$ cat src/hdl/fdvx_pkg.sv
// ----------------------------------------------------------------------------
// fdvx_pkg - shared types and constants of the sync header deframer
// Result record, result kind codes, register indexes and field widths.
// ----------------------------------------------------------------------------
package fdvx_pkg;

   // field widths
   localparam int BYTE_W = 8;
   localparam int LEN_W  = 29;
   localparam int IDX_W  = 8;

   // most length bytes in one frame (1 to 4); the last one carries 8 bits
   localparam int LEN_BYTES_MAX = 4;

   // result kinds
   localparam logic [1:0] KIND_HEADER = 2'd0;
   localparam logic [1:0] KIND_BODY   = 2'd1;
   localparam logic [1:0] KIND_END    = 2'd2;

   // register indexes
   localparam logic [IDX_W-1:0] CSR_SYNC_FIRST  = 8'd0;
   localparam logic [IDX_W-1:0] CSR_SYNC_SECOND = 8'd1;

   // one result item
   typedef struct packed {
      logic [1:0]        kind;
      logic [BYTE_W-1:0] packet_id;
      logic [BYTE_W-1:0] command;
      logic [LEN_W-1:0]  body_length;
      logic [BYTE_W-1:0] data_byte;
      logic              checksum_ok;
   } rsp_type;

   // result handed from the parser to the output stage
   typedef struct packed {
      logic    valid;
      rsp_type rsp;
   } res_type;

   // sync byte values
   typedef struct packed {
      logic [BYTE_W-1:0] first;
      logic [BYTE_W-1:0] second;
   } sync_type;

endpackage

$ cat src/hdl/fdvx_csr.sv
// ----------------------------------------------------------------------------
// fdvx_csr - configuration registers
// Holds the two sync byte values; writes to other indexes are dropped.
// ----------------------------------------------------------------------------
module fdvx_csr (
   input  logic                          clock,
   input  logic                          reset,
   input  logic                          csr_valid,
   output logic                          csr_ready,
   input  logic [fdvx_pkg::IDX_W-1:0]    csr_index,
   input  logic [fdvx_pkg::BYTE_W-1:0]   csr_data,
   output fdvx_pkg::sync_type            sync
);

   fdvx_pkg::sync_type sync_ff, sync_in;
   logic               wr_en;

   // always ready: every write is accepted while csr_valid is high
   assign csr_ready = 1'b1;
   assign wr_en     = csr_valid & csr_ready;

   // index decode
   always_comb begin
      sync_in = sync_ff;
      if (wr_en) begin
         unique case (csr_index)
            fdvx_pkg::CSR_SYNC_FIRST:  sync_in.first  = csr_data;
            fdvx_pkg::CSR_SYNC_SECOND: sync_in.second = csr_data;
            default:                   sync_in        = sync_ff;
         endcase
      end
   end

   always_ff @(posedge clock) begin
      if (reset) begin
         sync_ff <= '0;
      end else begin
         sync_ff <= sync_in;
      end
   end

   assign sync = sync_ff;

endmodule

$ cat src/hdl/fdvx_parse.sv
// ----------------------------------------------------------------------------
// fdvx_parse - frame parser
// Per-byte state update: sync hunt, id, command, varint length, body
// countdown and XOR check. Produces at most one result per accepted byte.
// ----------------------------------------------------------------------------
module fdvx_parse (
   input  logic                          clock,
   input  logic                          reset,
   input  logic                          take,
   input  logic [fdvx_pkg::BYTE_W-1:0]   in_byte,
   input  fdvx_pkg::sync_type            sync,
   output fdvx_pkg::res_type             res
);

   typedef enum logic [2:0] {
      PH_HUNT1 = 3'd0,
      PH_HUNT2 = 3'd1,
      PH_PKTID = 3'd2,
      PH_CMD   = 3'd3,
      PH_LEN   = 3'd4,
      PH_BODY  = 3'd5,
      PH_CSUM  = 3'd6
   } phase_type;

   localparam logic [1:0] LEN_LAST_CNT = 2'(fdvx_pkg::LEN_BYTES_MAX - 1);

   phase_type                     phase_ff, phase_in;
   logic [fdvx_pkg::BYTE_W-1:0]   pid_ff, pid_in;
   logic [fdvx_pkg::BYTE_W-1:0]   cmd_ff, cmd_in;
   logic [fdvx_pkg::LEN_W-1:0]    len_ff, len_in;
   logic [1:0]                    len_cnt_ff, len_cnt_in;
   logic [fdvx_pkg::LEN_W-1:0]    rem_ff, rem_in;
   logic [fdvx_pkg::BYTE_W-1:0]   csum_ff, csum_in;

   logic                          len_full;
   logic [fdvx_pkg::BYTE_W-1:0]   len_bits;
   logic [4:0]                    len_shift;
   logic [fdvx_pkg::LEN_W-1:0]    len_part;
   logic [fdvx_pkg::LEN_W-1:0]    len_new;
   logic [fdvx_pkg::LEN_W-1:0]    rem_dec;

   // length byte: 7 bits plus continuation, or 8 bits in the last slot
   assign len_full = (len_cnt_ff >= LEN_LAST_CNT);
   assign len_bits = len_full ? in_byte : {1'b0, in_byte[6:0]};

   always_comb begin
      case (len_cnt_ff)
         2'd0:    len_shift = 5'd0;
         2'd1:    len_shift = 5'd7;
         2'd2:    len_shift = 5'd14;
         default: len_shift = 5'd21;
      endcase
   end

   assign len_part = {{(fdvx_pkg::LEN_W - fdvx_pkg::BYTE_W){1'b0}}, len_bits} << len_shift;
   assign len_new  = len_ff | len_part;
   assign rem_dec  = rem_ff - fdvx_pkg::LEN_W'(1);

   // next state and result
   always_comb begin
      phase_in   = phase_ff;
      pid_in     = pid_ff;
      cmd_in     = cmd_ff;
      len_in     = len_ff;
      len_cnt_in = len_cnt_ff;
      rem_in     = rem_ff;
      csum_in    = csum_ff;
      res.valid           = 1'b0;
      res.rsp.kind        = fdvx_pkg::KIND_HEADER;
      res.rsp.data_byte   = '0;
      res.rsp.checksum_ok = 1'b0;

      unique case (phase_ff)
         PH_HUNT2: begin
            if (in_byte == sync.second) begin
               csum_in  = csum_ff ^ in_byte;
               phase_in = PH_PKTID;
            end else if (in_byte == sync.first) begin
               csum_in = in_byte;
            end else begin
               phase_in = PH_HUNT1;
            end
         end
         PH_PKTID: begin
            pid_in   = in_byte;
            csum_in  = csum_ff ^ in_byte;
            phase_in = PH_CMD;
         end
         PH_CMD: begin
            cmd_in     = in_byte;
            csum_in    = csum_ff ^ in_byte;
            len_in     = '0;
            len_cnt_in = '0;
            phase_in   = PH_LEN;
         end
         PH_LEN: begin
            csum_in = csum_ff ^ in_byte;
            len_in  = len_new;
            if (!len_full && in_byte[7]) begin
               len_cnt_in = len_cnt_ff + 2'd1;
            end else begin
               rem_in    = len_new;
               phase_in  = (len_new == '0) ? PH_CSUM : PH_BODY;
               res.valid = 1'b1;
            end
         end
         PH_BODY: begin
            csum_in  = csum_ff ^ in_byte;
            rem_in   = rem_dec;
            if (rem_dec == '0) begin
               phase_in = PH_CSUM;
            end
            res.valid         = 1'b1;
            res.rsp.kind      = fdvx_pkg::KIND_BODY;
            res.rsp.data_byte = in_byte;
         end
         PH_CSUM: begin
            phase_in            = PH_HUNT1;
            res.valid           = 1'b1;
            res.rsp.kind        = fdvx_pkg::KIND_END;
            res.rsp.checksum_ok = (in_byte == csum_ff);
         end
         default: begin
            // hunting for the first sync byte; unused code behaves the same
            phase_in = PH_HUNT1;
            if (in_byte == sync.first) begin
               csum_in  = in_byte;
               phase_in = PH_HUNT2;
            end
         end
      endcase

      // ids and length as they stand after this byte
      res.rsp.packet_id   = pid_in;
      res.rsp.command     = cmd_in;
      res.rsp.body_length = len_in;
   end

   // parser state
   always_ff @(posedge clock) begin
      if (reset) begin
         phase_ff   <= PH_HUNT1;
         pid_ff     <= '0;
         cmd_ff     <= '0;
         len_ff     <= '0;
         len_cnt_ff <= '0;
         rem_ff     <= '0;
         csum_ff    <= '0;
      end else if (take) begin
         phase_ff   <= phase_in;
         pid_ff     <= pid_in;
         cmd_ff     <= cmd_in;
         len_ff     <= len_in;
         len_cnt_ff <= len_cnt_in;
         rem_ff     <= rem_in;
         csum_ff    <= csum_in;
      end
   end

endmodule

$ cat src/hdl/fdvx_skid.sv
// ----------------------------------------------------------------------------
// fdvx_skid - result register with skid stage
// Output register plus one spare entry so a request can be taken while a
// result waits; input stall comes from the spare entry only.
// ----------------------------------------------------------------------------
module fdvx_skid (
   input  logic                clock,
   input  logic                reset,
   input  logic                push,
   input  fdvx_pkg::rsp_type   push_rsp,
   output logic                full,
   output logic                out_valid,
   input  logic                out_stall,
   output fdvx_pkg::rsp_type   out_rsp
);

   logic              out_valid_ff, out_valid_in;
   logic              skid_valid_ff, skid_valid_in;
   fdvx_pkg::rsp_type out_ff, out_in;
   fdvx_pkg::rsp_type skid_ff, skid_in;
   logic              pop;

   assign pop = out_valid_ff & ~out_stall;

   // refill order: spare entry first, then new result
   always_comb begin
      out_valid_in  = out_valid_ff & ~pop;
      skid_valid_in = skid_valid_ff;
      out_in        = out_ff;
      skid_in       = skid_ff;
      if (skid_valid_ff) begin
         if (pop) begin
            out_in        = skid_ff;
            out_valid_in  = 1'b1;
            skid_valid_in = 1'b0;
         end
      end else if (push) begin
         if (!out_valid_ff || pop) begin
            out_in       = push_rsp;
            out_valid_in = 1'b1;
         end else begin
            skid_in       = push_rsp;
            skid_valid_in = 1'b1;
         end
      end
   end

   always_ff @(posedge clock) begin
      if (reset) begin
         out_valid_ff  <= 1'b0;
         skid_valid_ff <= 1'b0;
      end else begin
         out_valid_ff  <= out_valid_in;
         skid_valid_ff <= skid_valid_in;
      end
      out_ff  <= out_in;
      skid_ff <= skid_in;
   end

   assign full      = skid_valid_ff;
   assign out_valid = out_valid_ff;
   assign out_rsp   = out_ff;

endmodule

$ cat src/hdl/frame_deframer_varint_xor.sv
// ----------------------------------------------------------------------------
// frame_deframer_varint_xor - sync header deframer, varint length, XOR check
// Byte stream in, header / body byte / frame end requests out.
// ----------------------------------------------------------------------------
// Usage:
//   req_*  : one received byte per request (req_valid / req_stall).
//   rsp_*  : result requests: kind 0 header (id, command, body length),
//            kind 1 one body byte, kind 2 frame end with checksum_ok.
//   csr_*  : register writes, index 0 first sync byte, 1 second sync byte;
//            always ready, other indexes ignored. Write only while idle.
//   Throughput is one byte per cycle; the per-byte parser is a single
//   state update and the only limit is the output side taking results.
//   Results are registered: into the output register, or into the spare entry while it holds one.
//   Bytes of sync, id, command and non-final length produce no result.
//   Receiver stall: the output register holds the result and a spare
//   entry takes one more; req_stall rises only when both are full and
//   drops the cycle after the receiver takes a result.
//   Reset (synchronous): parser back to sync hunt, checksum and length
//   cleared, sync registers zero, output empty.
// ----------------------------------------------------------------------------
module frame_deframer_varint_xor (
   input  logic                                 clock,
   input  logic                                 reset,
   // byte input
   input  logic                                 req_valid,
   output logic                                 req_stall,
   input  logic [fdvx_pkg::BYTE_W-1:0]          req_in_byte,
   // results
   output logic                                 rsp_valid,
   input  logic                                 rsp_stall,
   output logic [1:0]                           rsp_kind,
   output logic [fdvx_pkg::BYTE_W-1:0]          rsp_packet_id,
   output logic [fdvx_pkg::BYTE_W-1:0]          rsp_command,
   output logic [fdvx_pkg::LEN_W-1:0]           rsp_body_length,
   output logic [fdvx_pkg::BYTE_W-1:0]          rsp_data_byte,
   output logic                                 rsp_checksum_ok,
   // configuration
   input  logic                                 csr_valid,
   output logic                                 csr_ready,
   input  logic [fdvx_pkg::IDX_W-1:0]           csr_index,
   input  logic [fdvx_pkg::BYTE_W-1:0]          csr_data
);

   fdvx_pkg::sync_type sync;
   fdvx_pkg::res_type  res;
   fdvx_pkg::rsp_type  out_rsp;
   logic               take;
   logic               skid_full;

   assign take      = req_valid & ~skid_full;
   assign req_stall = skid_full;

   // configuration registers
   fdvx_csr u_csr (
      .clock     (clock),
      .reset     (reset),
      .csr_valid (csr_valid),
      .csr_ready (csr_ready),
      .csr_index (csr_index),
      .csr_data  (csr_data),
      .sync      (sync)
   );

   // frame parser
   fdvx_parse u_parse (
      .clock   (clock),
      .reset   (reset),
      .take    (take),
      .in_byte (req_in_byte),
      .sync    (sync),
      .res     (res)
   );

   // output register and skid entry
   fdvx_skid u_skid (
      .clock     (clock),
      .reset     (reset),
      .push      (take & res.valid),
      .push_rsp  (res.rsp),
      .full      (skid_full),
      .out_valid (rsp_valid),
      .out_stall (rsp_stall),
      .out_rsp   (out_rsp)
   );

   assign rsp_kind        = out_rsp.kind;
   assign rsp_packet_id   = out_rsp.packet_id;
   assign rsp_command     = out_rsp.command;
   assign rsp_body_length = out_rsp.body_length;
   assign rsp_data_byte   = out_rsp.data_byte;
   assign rsp_checksum_ok = out_rsp.checksum_ok;

   // spare entry only fills behind a held output
   a_stall_has_output: assert property (@(posedge clock) disable iff (reset)
      req_stall |-> rsp_valid)
      else $error("input stalled with empty output register");

   // full buffer stays full while the receiver stalls
   a_stall_holds: assert property (@(posedge clock) disable iff (reset)
      (req_stall && rsp_stall) |=> req_stall)
      else $error("buffer drained while receiver stalled");

   // data byte only carried by body results
   a_data_zero: assert property (@(posedge clock) disable iff (reset)
      (rsp_valid && rsp_kind != fdvx_pkg::KIND_BODY) |-> (rsp_data_byte == '0))
      else $error("data byte set on non-body result");

   // checksum verdict only on frame end
   a_ok_end_only: assert property (@(posedge clock) disable iff (reset)
      (rsp_valid && rsp_kind != fdvx_pkg::KIND_END) |-> !rsp_checksum_ok)
      else $error("checksum flag set on non-end result");

endmodule
$ cat config.mk
export PLATFORM = sky130hd
export DESIGN_NAME = frame_deframer_varint_xor
export DESIGN_NICKNAME = d
export VERILOG_FILES = /design/src/hdl/fdvx_pkg.sv /design/src/hdl/fdvx_csr.sv /design/src/hdl/fdvx_parse.sv /design/src/hdl/fdvx_skid.sv /design/src/hdl/frame_deframer_varint_xor.sv
export SDC_FILE = /design/constraint.sdc
export NUM_CORES = 1
export LEC_CHECK = 0
export BUFFER_PORTS_ARGS = -buffer_cell sky130_fd_sc_hd__buf_2
export CORE_UTILIZATION = 40
export DETAILED_ROUTE_END_ITERATION = 10
export SLEW_MARGIN = 30
export SYNTH_ARGS = -nofsm -noshare
export SYNTH_HDL_FRONTEND = slang
export SYNTH_SLANG_ARGS = --single-unit
$ cat constraint.sdc
create_clock -name clock -period 8.05 [get_ports clock]
set_input_delay 0.4025 -clock clock [delete_from_list [all_inputs] [get_ports clock]]
set_output_delay 0.4025 -clock clock [all_outputs]
set_load 0.05 [all_outputs]
# After elaboration in Yosys (flattened, before gate mapping)
# Cells that the tools add are included.
# word_totals
ff_bits,217
n_memories,0
elab_cells,113
latch_bits,0
ram_bits,0
rom_bits,0
input_bits,29
out_inout_bits,59
# classes
shift,1
n_reduce_logical,22
addsub,2
magnitude_cmp,1
div_mod_pow,0
muxes,36
n_mul,0
bitwise,11
eq_ne,17
# op_table
op,n
56-bit 2-to-1 mux,4
29-bit one-hot mux with 2 select lines,2
29-bit zero test,2
8-bit 2-to-1 mux,6
29-bit 2-to-1 mux,1
29-bit OR,1
8-bit by 5-bit << shifter with 29-bit output,1
"29-bit by 1-bit subtractor with 29-bit output, second input constant",1
8-bit == test,3
8-bit one-hot mux with 3 select lines,1
3-bit one-hot mux with 6 select lines,1
5-bit one-hot mux with 3 select lines,1
3-bit 2-to-1 mux,4
3-bit AND reduction,4
1-bit 2-to-1 mux,11
"3-bit == test, second input constant",3
"8-bit by 1-bit == test with 1-bit output, second input constant",1
8-bit zero test,1
2-bit one-hot mux with 2 select lines,2
2-bit nonzero test,4
8-bit bitwise XOR,1
"3-bit by 2-bit == test with 1-bit output, second input constant",2
2-bit AND reduction,3
1-bit inverter,5
other kinds (18),25

# Depth between registers and ports, before layout
# Gate-level depths: netlist of the first run.
# depth
ltp_word,8
ltp_mapped,12
depth_no_buf,9

# Modules after synthesis
# Synthesis of the first run repeated with hierarchy kept, for this count alone.
# unflattened
cells_unflattened,1140
area_unflattened_um2,11703.7
# modules_own_cells
module,area_per_inst_um2,cells_each,n_inst,seq_area_each_um2
fdvx_parse,6497.5,883,1,1741.7
fdvx_skid,4438.0,187,1,3403.3
fdvx_csr,753.2,68,1,320.3
frame_deframer_varint_xor,15.0,2,1,0.0

# Least setup slack after synthesis of the first run
# OpenSTA, ideal clock, no wires.
# synth_timing
kind,reg-to-reg
start,"reg u_skid.skid_valid_ff, in the netlist u_skid.full"
end,reg u_skid.out_ff (netlist bit u_skid.out_rsp[0]) (enable)
setup_slack_ns,2.080
path_stages_with_launch,7
period_less_slack_ns,5.970
setup_time_ns,0.555
arrival_ns,5.414
n_path_buf,2
path_cell_list,dfxtp_1 clkbuf_1 nand2b_1 clkbuf_1 a21oi_1 o311ai_0 a21boi_0
# synth_via
elab_chain_len,5
# synth_rtl
item,line_no,rtl
from (decl),fdvx_skid.sv:18,"logic skid_valid_ff, skid_valid_in;"
from (signal assigned),fdvx_skid.sv:54,skid_valid_ff <= skid_valid_in;
1-bit inverter (no source line),-,
1-bit AND,frame_deframer_varint_xor.sv:50,assign take = req_valid & ~skid_full;
1-bit AND,frame_deframer_varint_xor.sv:78,".push (take & res.valid),"
2-bit nonzero test (no source line),-,
3-bit AND reduction (no source line) *,-,
to (signal assigned),fdvx_skid.sv:56,out_ff <= out_in;
to (decl),fdvx_skid.sv:19,"fdvx_pkg::rsp_type out_ff, out_in;"
# Mark *: on every way between the ends. The rest lies on a longest branch, timed or not.
# A chain may end at the register's enable or synchronous reset.

# Worst setup path in the final report of the first run
# layout_timing
start,reg u_parse.len_cnt_ff[1]
end,reg u_parse.phase_ff[0]
# layout_via
elab_chain_len,8
# layout_rtl
item,line_no,rtl
from (decl),fdvx_parse.sv:31,"logic [1:0] len_cnt_ff, len_cnt_in;"
from (signal assigned),fdvx_parse.sv:154,len_cnt_ff <= len_cnt_in;
"2-bit greater-or-equal comparator, or another cell as far along",fdvx_parse.sv:43,assign len_full = (len_cnt_ff >= LEN_LAST_CNT);
8-bit 2-to-1 mux / 5-bit one-hot mux with 3 select lines (equally long branches),"fdvx_parse.sv:44, fdvx_parse.sv:47",
8-bit by 5-bit << shifter with 29-bit output,fdvx_parse.sv:55,"assign len_part = {{(fdvx_pkg::LEN_W - fdvx_pkg::BYTE_W){1'b0}}, len_bits} << len_shift;"
29-bit OR,fdvx_parse.sv:56,assign len_new = len_ff | len_part;
29-bit zero test,fdvx_parse.sv:103,phase_in = (len_new == '0) ? PH_CSUM : PH_BODY;
2-bit 2-to-1 mux,fdvx_parse.sv:103,
3-bit 2-to-1 mux,fdvx_parse.sv:99,if (!len_full && in_byte[7]) begin
3-bit one-hot mux with 6 select lines,fdvx_parse.sv:73,unique case (phase_ff)
to (signal assigned),fdvx_parse.sv:150,phase_ff <= phase_in;
to (decl),fdvx_parse.sv:27,"phase_type phase_ff, phase_in;"
# Parallel ways exist; a longest one is shown, timed or not. The select of a mux whose other input is x is not followed.

==> flow_summary.yaml, run 1 <==
sta:
  fmax_ghz: 0.247
  finalHoldViolCount: 0
  finalClockSkew_ps: 18.0
  setup_viol: 0
  setup_tns_ps: 0
  setup_slack_ps: 3990
  rsz0062_at_grt: "no"
  maxSlewHeadroom: 0.389
  worstMarginPinSlew_ps: 914
  worst_hold_slack_ps: 117
  finalCriticalPeriod_ps: 4060
  maxSlewViolCount: 0
  fin_crit_sh: 0.504
route:
  drt-pass1-iter-count: 6
  drtAntennaViolNets: 0
  first_iter_violations: 855
  vias: 9350
  drt-total-wl_mm: 33.2
  routedWlPerCell_um: 20.2
  via_per_inst: 5.68
  drc_errors: 0
placement:
  dp_cells: 1599
  place_ws_ps: 3930
  port-buffer-count: 86
  hpwl_mm: 22.2
  place_congestion: 0.908
global_route:
  grt.overflow.total: 0
  grtUsageTotal: 0.232
  grt_pass1_wl_mm: 52.1
  antenna_found_initial: 1
  first_global_vias: 8848
  grt_max_degree: 82
synth:
  ys.warnings.count: 0
  syn-num-nets: 1252
  synth.area.top_cells: "edfxtp_1 (30%), dfxtp_1 (19%), nor2_1 (5.0%), mux2_2 (4.8%), nand2_1 (4.7%)"
  yosysSeqAreaShare: 0.482
  synthArstFlopShare: 0
  syn_avg_cell_area_um2: 9.32
  synth_edf_count: 112
  ys_types: 82
  synthCells: 1216
  yosys.area.top_type: "edfxtp_1"
  synth-seq-cells: 217
  synthFlopType: "edfxtp_1"
  yosysTopAreaCellShare: 0.297
  synth.most_common_cell: "nor2_1"
  synth_common_cells: "nor2_1 (150), nand2_1 (142), edfxtp_1 (112)"
  syn_area_um2: 11300
power:
  p_leak_nw: 4.64
  cellPowerDensity_nw_per_um2: 192
  irDropWorstVdd_v: 0.000126
worst_setup_path:
  slowest_stage: "nor2_2"
  cp_cell_sequence: "inv_1 > ha_1 > nor2_2 > mux4_2 > a221oi_1 > o2111ai_1 > nor4_1 > a31oi_1 > o41a_1"
  crit_path_end_kind: "register"
  worstPathMaxFanout: 20
  critPathKind: "reg -> reg"
  reg2reg_setup_slack_ps: 3990
  start_kind: "register"
  slowest_delay_ps: 610
  reg2reg_to: "u_parse.phase_ff[0]$_SDFFE_PP0P_"
  worstPathArrival_ps: 4480
  crit_required_ps: 8470
  timing.rr.start: "u_parse.len_cnt_ff[1]$_SDFFE_PP0P_"
  reg2reg_depth: 9
cts:
  clk_path_buf_depth: 3
  cts_tree: "yes"
  cts-buffers-inserted: 25
  cts.clk_slew.worst_paths_ps: 60
  postCtsSetupRepairBufs: 0
  ctsResizeCount: 0
  clkLatencyLatePin_ps: 540
  hold_buffers: 0
  clockRootBuffer: "clkbuf_16"
  htree_levels: 1
  cts.sinks: 217
min_path:
  hp-class: "in -> reg"
  hp-start: "csr_data[0]"
  hold_end: "u_csr.sync[0]$_SDFFE_PP0P_"
  whs_path_depth: 3
die:
  pin_count: 88
  start_util: 0.407
  die_w_um: 170
  core-area_um2: 27900
  die-area_um2: 29000
  rows: 61
  die_y_um: 170
layout:
  syn_to_final_growth_pct: 13.4
  drive_above_1_share: 0.190
  num_antenna_cells: 0
  layout.cells.non_filler: 1645
  layout.nets: 1284
run:
  max_cap_viol_count: 0
status:
  outcome: "finished, final reports clean"
stage by stage:
step | util | area [µm²] | power [mW]
final | 0.461 | 12900 | 2.46
after floorplan | - | 11300 | 1.31
after global routing | 0.461 | 12900 | 2.54
after CTS | 0.461 | 12800 | 2.49
after detailed placement | 0.431 | 12000 | 1.36
after global placement | 0.431 | 12000 | 1.36
cells by family after synthesis:
family / count (synthesis) / synth area share
adder cells (fa/ha/maj): 7 / 0.00773
flip-flops: 217 / 0.482
other: 1 / 0.000331
XOR/XNOR: 30 / 0.0232
AO/OA/AOI/OAI: 287 / 0.158
multiplexers: 83 / 0.0863
buffers and inverters: 120 / 0.0428
AND/OR/NAND/NOR: 471 / 0.199
critical path: cells and delay by family (launching register included):
| kind | cells | cell delay [ps] |
|---|---|---|
| compound gates | 4 | 1370 |
| fa+ha+maj | 1 | 420 |
| buf+inv | 1 | 90 |
| flops | 1 | 400 |
| mux | 1 | 580 |
| simple gates | 2 | 1080 |
sequential cells by signal (all words and copies together) (netlist names):
register	flops
u_csr.sync	16
u_parse.cmd_ff	8
u_parse.csum_ff	8
u_parse.len_cnt_ff	2
u_parse.len_ff	29
u_parse.phase_ff	3
u_parse.pid_ff	8
u_parse.rem_ff	29
u_skid.full	1
u_skid.out_rsp	56
u_skid.out_valid	1
u_skid.skid_ff	56
power by group:
group	switching [mW]	internal, mW
registers	0.0104	1.17
logic	0.103	0.0552
clock network	0.472	0.653
total	0.586	1.88
layer usage:
metal | share of wire | vias up | global-route usage
li1 | - | 4479 | -
met1 | 0.47 | 4501 | 0.331
met2 | 0.44 | 312 | 0.358
met3 | 0.066 | 56 | 0.0367
met4 | 0.025 | 2 | 0.0693
met5 | 0.00030 | - | 0
worst max-delay path by stage:
| stage | from | to | slack (ps) | cells past startpoint |
|---|---|---|---|---|
| after global placement | u_parse.len_cnt_ff[0]$_SDFFE_PP0P_ | u_parse.phase_ff[0]$_SDFFE_PP0P_ | 3930 | 9 |
| after floorplan | u_skid.full$_SDFF_PP0_ | u_skid.out_rsp[0]$_DFFE_PP_ | 2080 | 6 |
| after CTS | u_parse.len_cnt_ff[0]$_SDFFE_PP0P_ | u_parse.phase_ff[0]$_SDFFE_PP0P_ | 3910 | 9 |
| after global routing | u_parse.len_cnt_ff[1]$_SDFFE_PP0P_ | u_parse.phase_ff[0]$_SDFFE_PP0P_ | 3760 | 9 |
| after detailed placement | u_parse.len_cnt_ff[0]$_SDFFE_PP0P_ | u_parse.phase_ff[0]$_SDFFE_PP0P_ | 3930 | 9 |
| final | u_parse.len_cnt_ff[1]$_SDFFE_PP0P_ | u_parse.phase_ff[0]$_SDFFE_PP0P_ | 3990 | 9 |
cell type report:
cell class	instances	area [µm²]
Fill cell	2679	15000
Multi-Input combinational cell	879	5460
Clock inverter	13	114
Sequential cell	217	5470
Timing Repair Buffer	101	549
Tap cell	378	473
Clock buffer	33	706
Inverter	24	90.1
layout by cell type (no fill, tap or decap), drive strengths merged, types with 11 or more instances in the layout:
cell,synthesis,layout
a21oi,102,102
a22oi,11,11
buf,14,101
clkbuf,82,33
dfxtp,105,105
edfxtp,112,112
inv,24,27
mux2,48,48
mux2i,28,28
nand2,142,142
nand3,17,17
nand4,14,14
nor2,151,151
nor3,53,53
nor4,22,22
o21ai,71,71
o31ai,17,17
xnor2,27,27
No activity file was read; power rests on OpenSTA's default activity.
==> run 2: changes to the inputs <==
- ABC_AREA: not set -> 1
- clock period: 8.05 -> 3.79 ns (I/O delays scaled with it)
==> run 2 against run 1 <==
Synthesized cell count increased by 15%. Critical endpoint unchanged. Flip-flop and latch count is the same. Cell area shrank 2.4%. Largest cell class unchanged.
==> flow_summary.yaml, run 2 <==
status:
  outcome: "finished, final reports clean"
sta:
  fin_crit_sh: 0.831
  finalHoldViolCount: 0
  maxSlewHeadroom: 0.484
  rsz0062_at_grt: "no"
  setup_viol: 0
  worstMarginPinSlew_ps: 773
  finalClockSkew_ps: 11.6
  fmax_ghz: 0.318
  finalCriticalPeriod_ps: 3150
  maxSlewViolCount: 0
  setup_slack_ps: 642
  worst_hold_slack_ps: 197
  setup_tns_ps: 0
route:
  via_per_inst: 5.15
  drt-total-wl_mm: 29.6
  first_iter_violations: 793
  drt-pass1-iter-count: 5
  drtAntennaViolNets: 0
  drc_errors: 0
  vias: 9406
  routedWlPerCell_um: 16.2
power:
  irDropWorstVdd_v: 0.000237
  net-switching-power_mw: 1.32
  p_comb_frac: 0.095
  p_sw_frac: 0.248
  p_leak_nw: 5.61
  cellPowerDensity_nw_per_um2: 424
  clockPowerShare: 0.429
  internal_power_mw: 4.00
  p_seq_frac: 0.476
synth:
  synth.most_common_cell: "nand2_1"
  yosys.area_share.simple: 0.235
  synthFlopType: "edfxtp_1"
  synth_compound_area_frac: 0.145
  syn-num-nets: 1440
  synth_common_cells: "nand2_1 (352), o21ai_0 (156), inv_1 (148)"
  ys_types: 47
  syn_avg_cell_area_um2: 7.82
  syn_area_um2: 11000
  yosys.area.top_type: "edfxtp_1"
  synth_edf_count: 112
  synthAdderAreaFrac: 0.00797
  synth_top_family_by_area: "simple AND/OR/NAND/NOR gates"
  synthArstFlopShare: 0
  synthMuxAreaShare: 0
  yosysTopAreaCellShare: 0.306
  synth-xor-area-share: 0.0334
  synthCells: 1404
  ys.warnings.count: 0
  yosysSeqAreaShare: 0.497
  synth.area.top_cells: "edfxtp_1 (31%), dfxtp_1 (19%), nand2_1 (12%), o21ai_0 (7.1%), inv_1 (5.1%)"
  synth-seq-cells: 217
die:
  rows: 60
  pin_count: 88
  die_y_um: 168
  die-area_um2: 28100
  die_w_um: 168
  core-area_um2: 27000
  start_util: 0.408
worst_setup_path:
  critPathKind: "reg -> reg"
  reg2reg_to: "u_parse.phase_ff[0]$_SDFFE_PP0P_"
  reg2reg_setup_slack_ps: 640
  timing.rr.start: "u_parse.len_cnt_ff[1]$_SDFFE_PP0P_"
  reg2reg_depth: 20
  crit_path_end_kind: "register"
  crit_required_ps: 4210
  start_kind: "register"
  worstPathArrival_ps: 3570
  worstPathMaxFanout: 17
run:
  max_cap_viol_count: 0
cts:
  hold_buffers: 9
  clkLatencyLatePin_ps: 520
  postCtsSetupRepairBufs: 0
  htree_levels: 1
  ctsResizeCount: 0
  clockRootBuffer: "clkbuf_16"
  cts_tree: "yes"
  cts-buffers-inserted: 24
  clk_path_buf_depth: 3
  cts.sinks: 217
  cts.clk_slew.worst_paths_ps: 60
min_path:
  hold_end: "u_csr.sync[7]$_SDFFE_PP0P_"
  whs_path_depth: 4
  hp-class: "in -> reg"
  hp-start: "csr_valid"
layout:
  num_antenna_cells: 0
  layout.nets: 1505
  layout_commonest_cell: "nand2_1"
  drive_above_1_share: 0.114
  syn_to_final_growth_pct: 14.2
  final_cell_mix: "nand2_1 (352), o21ai_0 (156), inv_1 (148), nor2_1 (141), edfxtp_1 (112)"
global_route:
  antenna_found_initial: 0
  grt_max_degree: 83
  grt_pass1_wl_mm: 47.0
  grtUsageTotal: 0.210
  grt.overflow.total: 0
  first_global_vias: 8711
placement:
  hpwl_mm: 20.6
  port-buffer-count: 86
  place_ws_ps: 635
  place_congestion: 0.905
[run 2: cell count changes in the layout (fill, tap and decap cells not counted), moves of 15 or more]
cell     delta
a21oi_1    -15
inv_1     +125
mux2_2     -48
mux2i_1    -28
nand2_1   +210
nand3_1    +55
nor3_1     -46
o21ai_0    +85
o31ai_1    -16
xnor2_1    -15
xor2_1     +25
[run 2: worst max-delay path, cell delays in order, from the launching register on]
cell and delay (ps):
dfxtp_1 390, ha_1 650, inv_2 280, nand2_2 250
nand2_1 80, nand3_1 70, nand2_1 120, nand2_1 100
nand2_1 60, nand2_1 90, nor2_1 70, nor2_1 170
nand2_1 70, nor2_1 90, nand2_1 60, nor2_2 160
nand2_1 80, nand2_1 60, nand4_1 70, nand2_1 100
inv_1 40
[run 2: worst max path at each step]
stage	depth (start not counted)	end	startpoint	slack [ps]
finish	20	u_parse.phase_ff[0]$_SDFFE_PP0P_	u_parse.len_cnt_ff[1]$_SDFFE_PP0P_	640
global route	18	u_parse.phase_ff[0]$_SDFFE_PP0P_	u_parse.len_cnt_ff[1]$_SDFFE_PP0P_	350
CTS	18	u_parse.phase_ff[0]$_SDFFE_PP0P_	u_parse.len_cnt_ff[1]$_SDFFE_PP0P_	620
detailed placement	18	u_parse.phase_ff[0]$_SDFFE_PP0P_	u_parse.len_cnt_ff[1]$_SDFFE_PP0P_	630
global placement	18	u_parse.phase_ff[0]$_SDFFE_PP0P_	u_parse.len_cnt_ff[1]$_SDFFE_PP0P_	640
floorplan	6	u_skid.out_rsp[0]$_DFFE_PP_	u_skid.full$_SDFF_PP0_	490
[run 2: final cells by class]
cell class	instances	area (µm²)
Fill cell	2704	14400
Sequential cell	217	5470
Multi-Input combinational cell	960	4660
Clock buffer	37	732
Timing Repair Buffer	108	618
Inverter	158	593
Tap cell	341	427
Clock inverter	7	53.8
[run 2: cell families (layout without fill, tap and decap cells)]
logic type,count (synthesis),after routing
DFF,217,217
adders and majority gates,7,7
other,1,1
buffers and inverters,227,310
and+or+nand+nor,616,616
AOI/OAI and AO/OA,295,295
xor gates and xnor gates,41,41
[run 2: per-stage QoR]
step | std cells | power, mW | util | area, µm²
3_5_place_dp | 1775 | 3.07 | 0.433 | 11700
6_report | 1828 | 5.32 | 0.466 | 12500
2_1_floorplan | 1404 | 2.93 | - | 11000
4_1_cts | 1828 | 5.38 | 0.466 | 12500
5_1_grt | 1828 | 5.54 | 0.466 | 12500
3_3_place_gp | 1775 | 3.07 | 0.433 | 11700
[run 2: metal layers]
metal,vias to the layer above,share of wire,GRT usage
met5,-,0,0
met4,0,0.018,0.0511
met3,40,0.053,0.0239
met2,286,0.43,0.320
met1,4322,0.50,0.314
li1,4758,-,-
[run 2: power by group through the flow]
stage | registers [mW] | clock network (mW) | logic [mW]
after floorplan | 2.59 | 0 | 0.343
after global routing | 2.53 | 2.44 | 0.564
final | 2.53 | 2.28 | 0.503
after CTS | 2.53 | 2.35 | 0.499
after detailed placement | 2.58 | 0 | 0.490
after global placement | 2.58 | 0 | 0.486
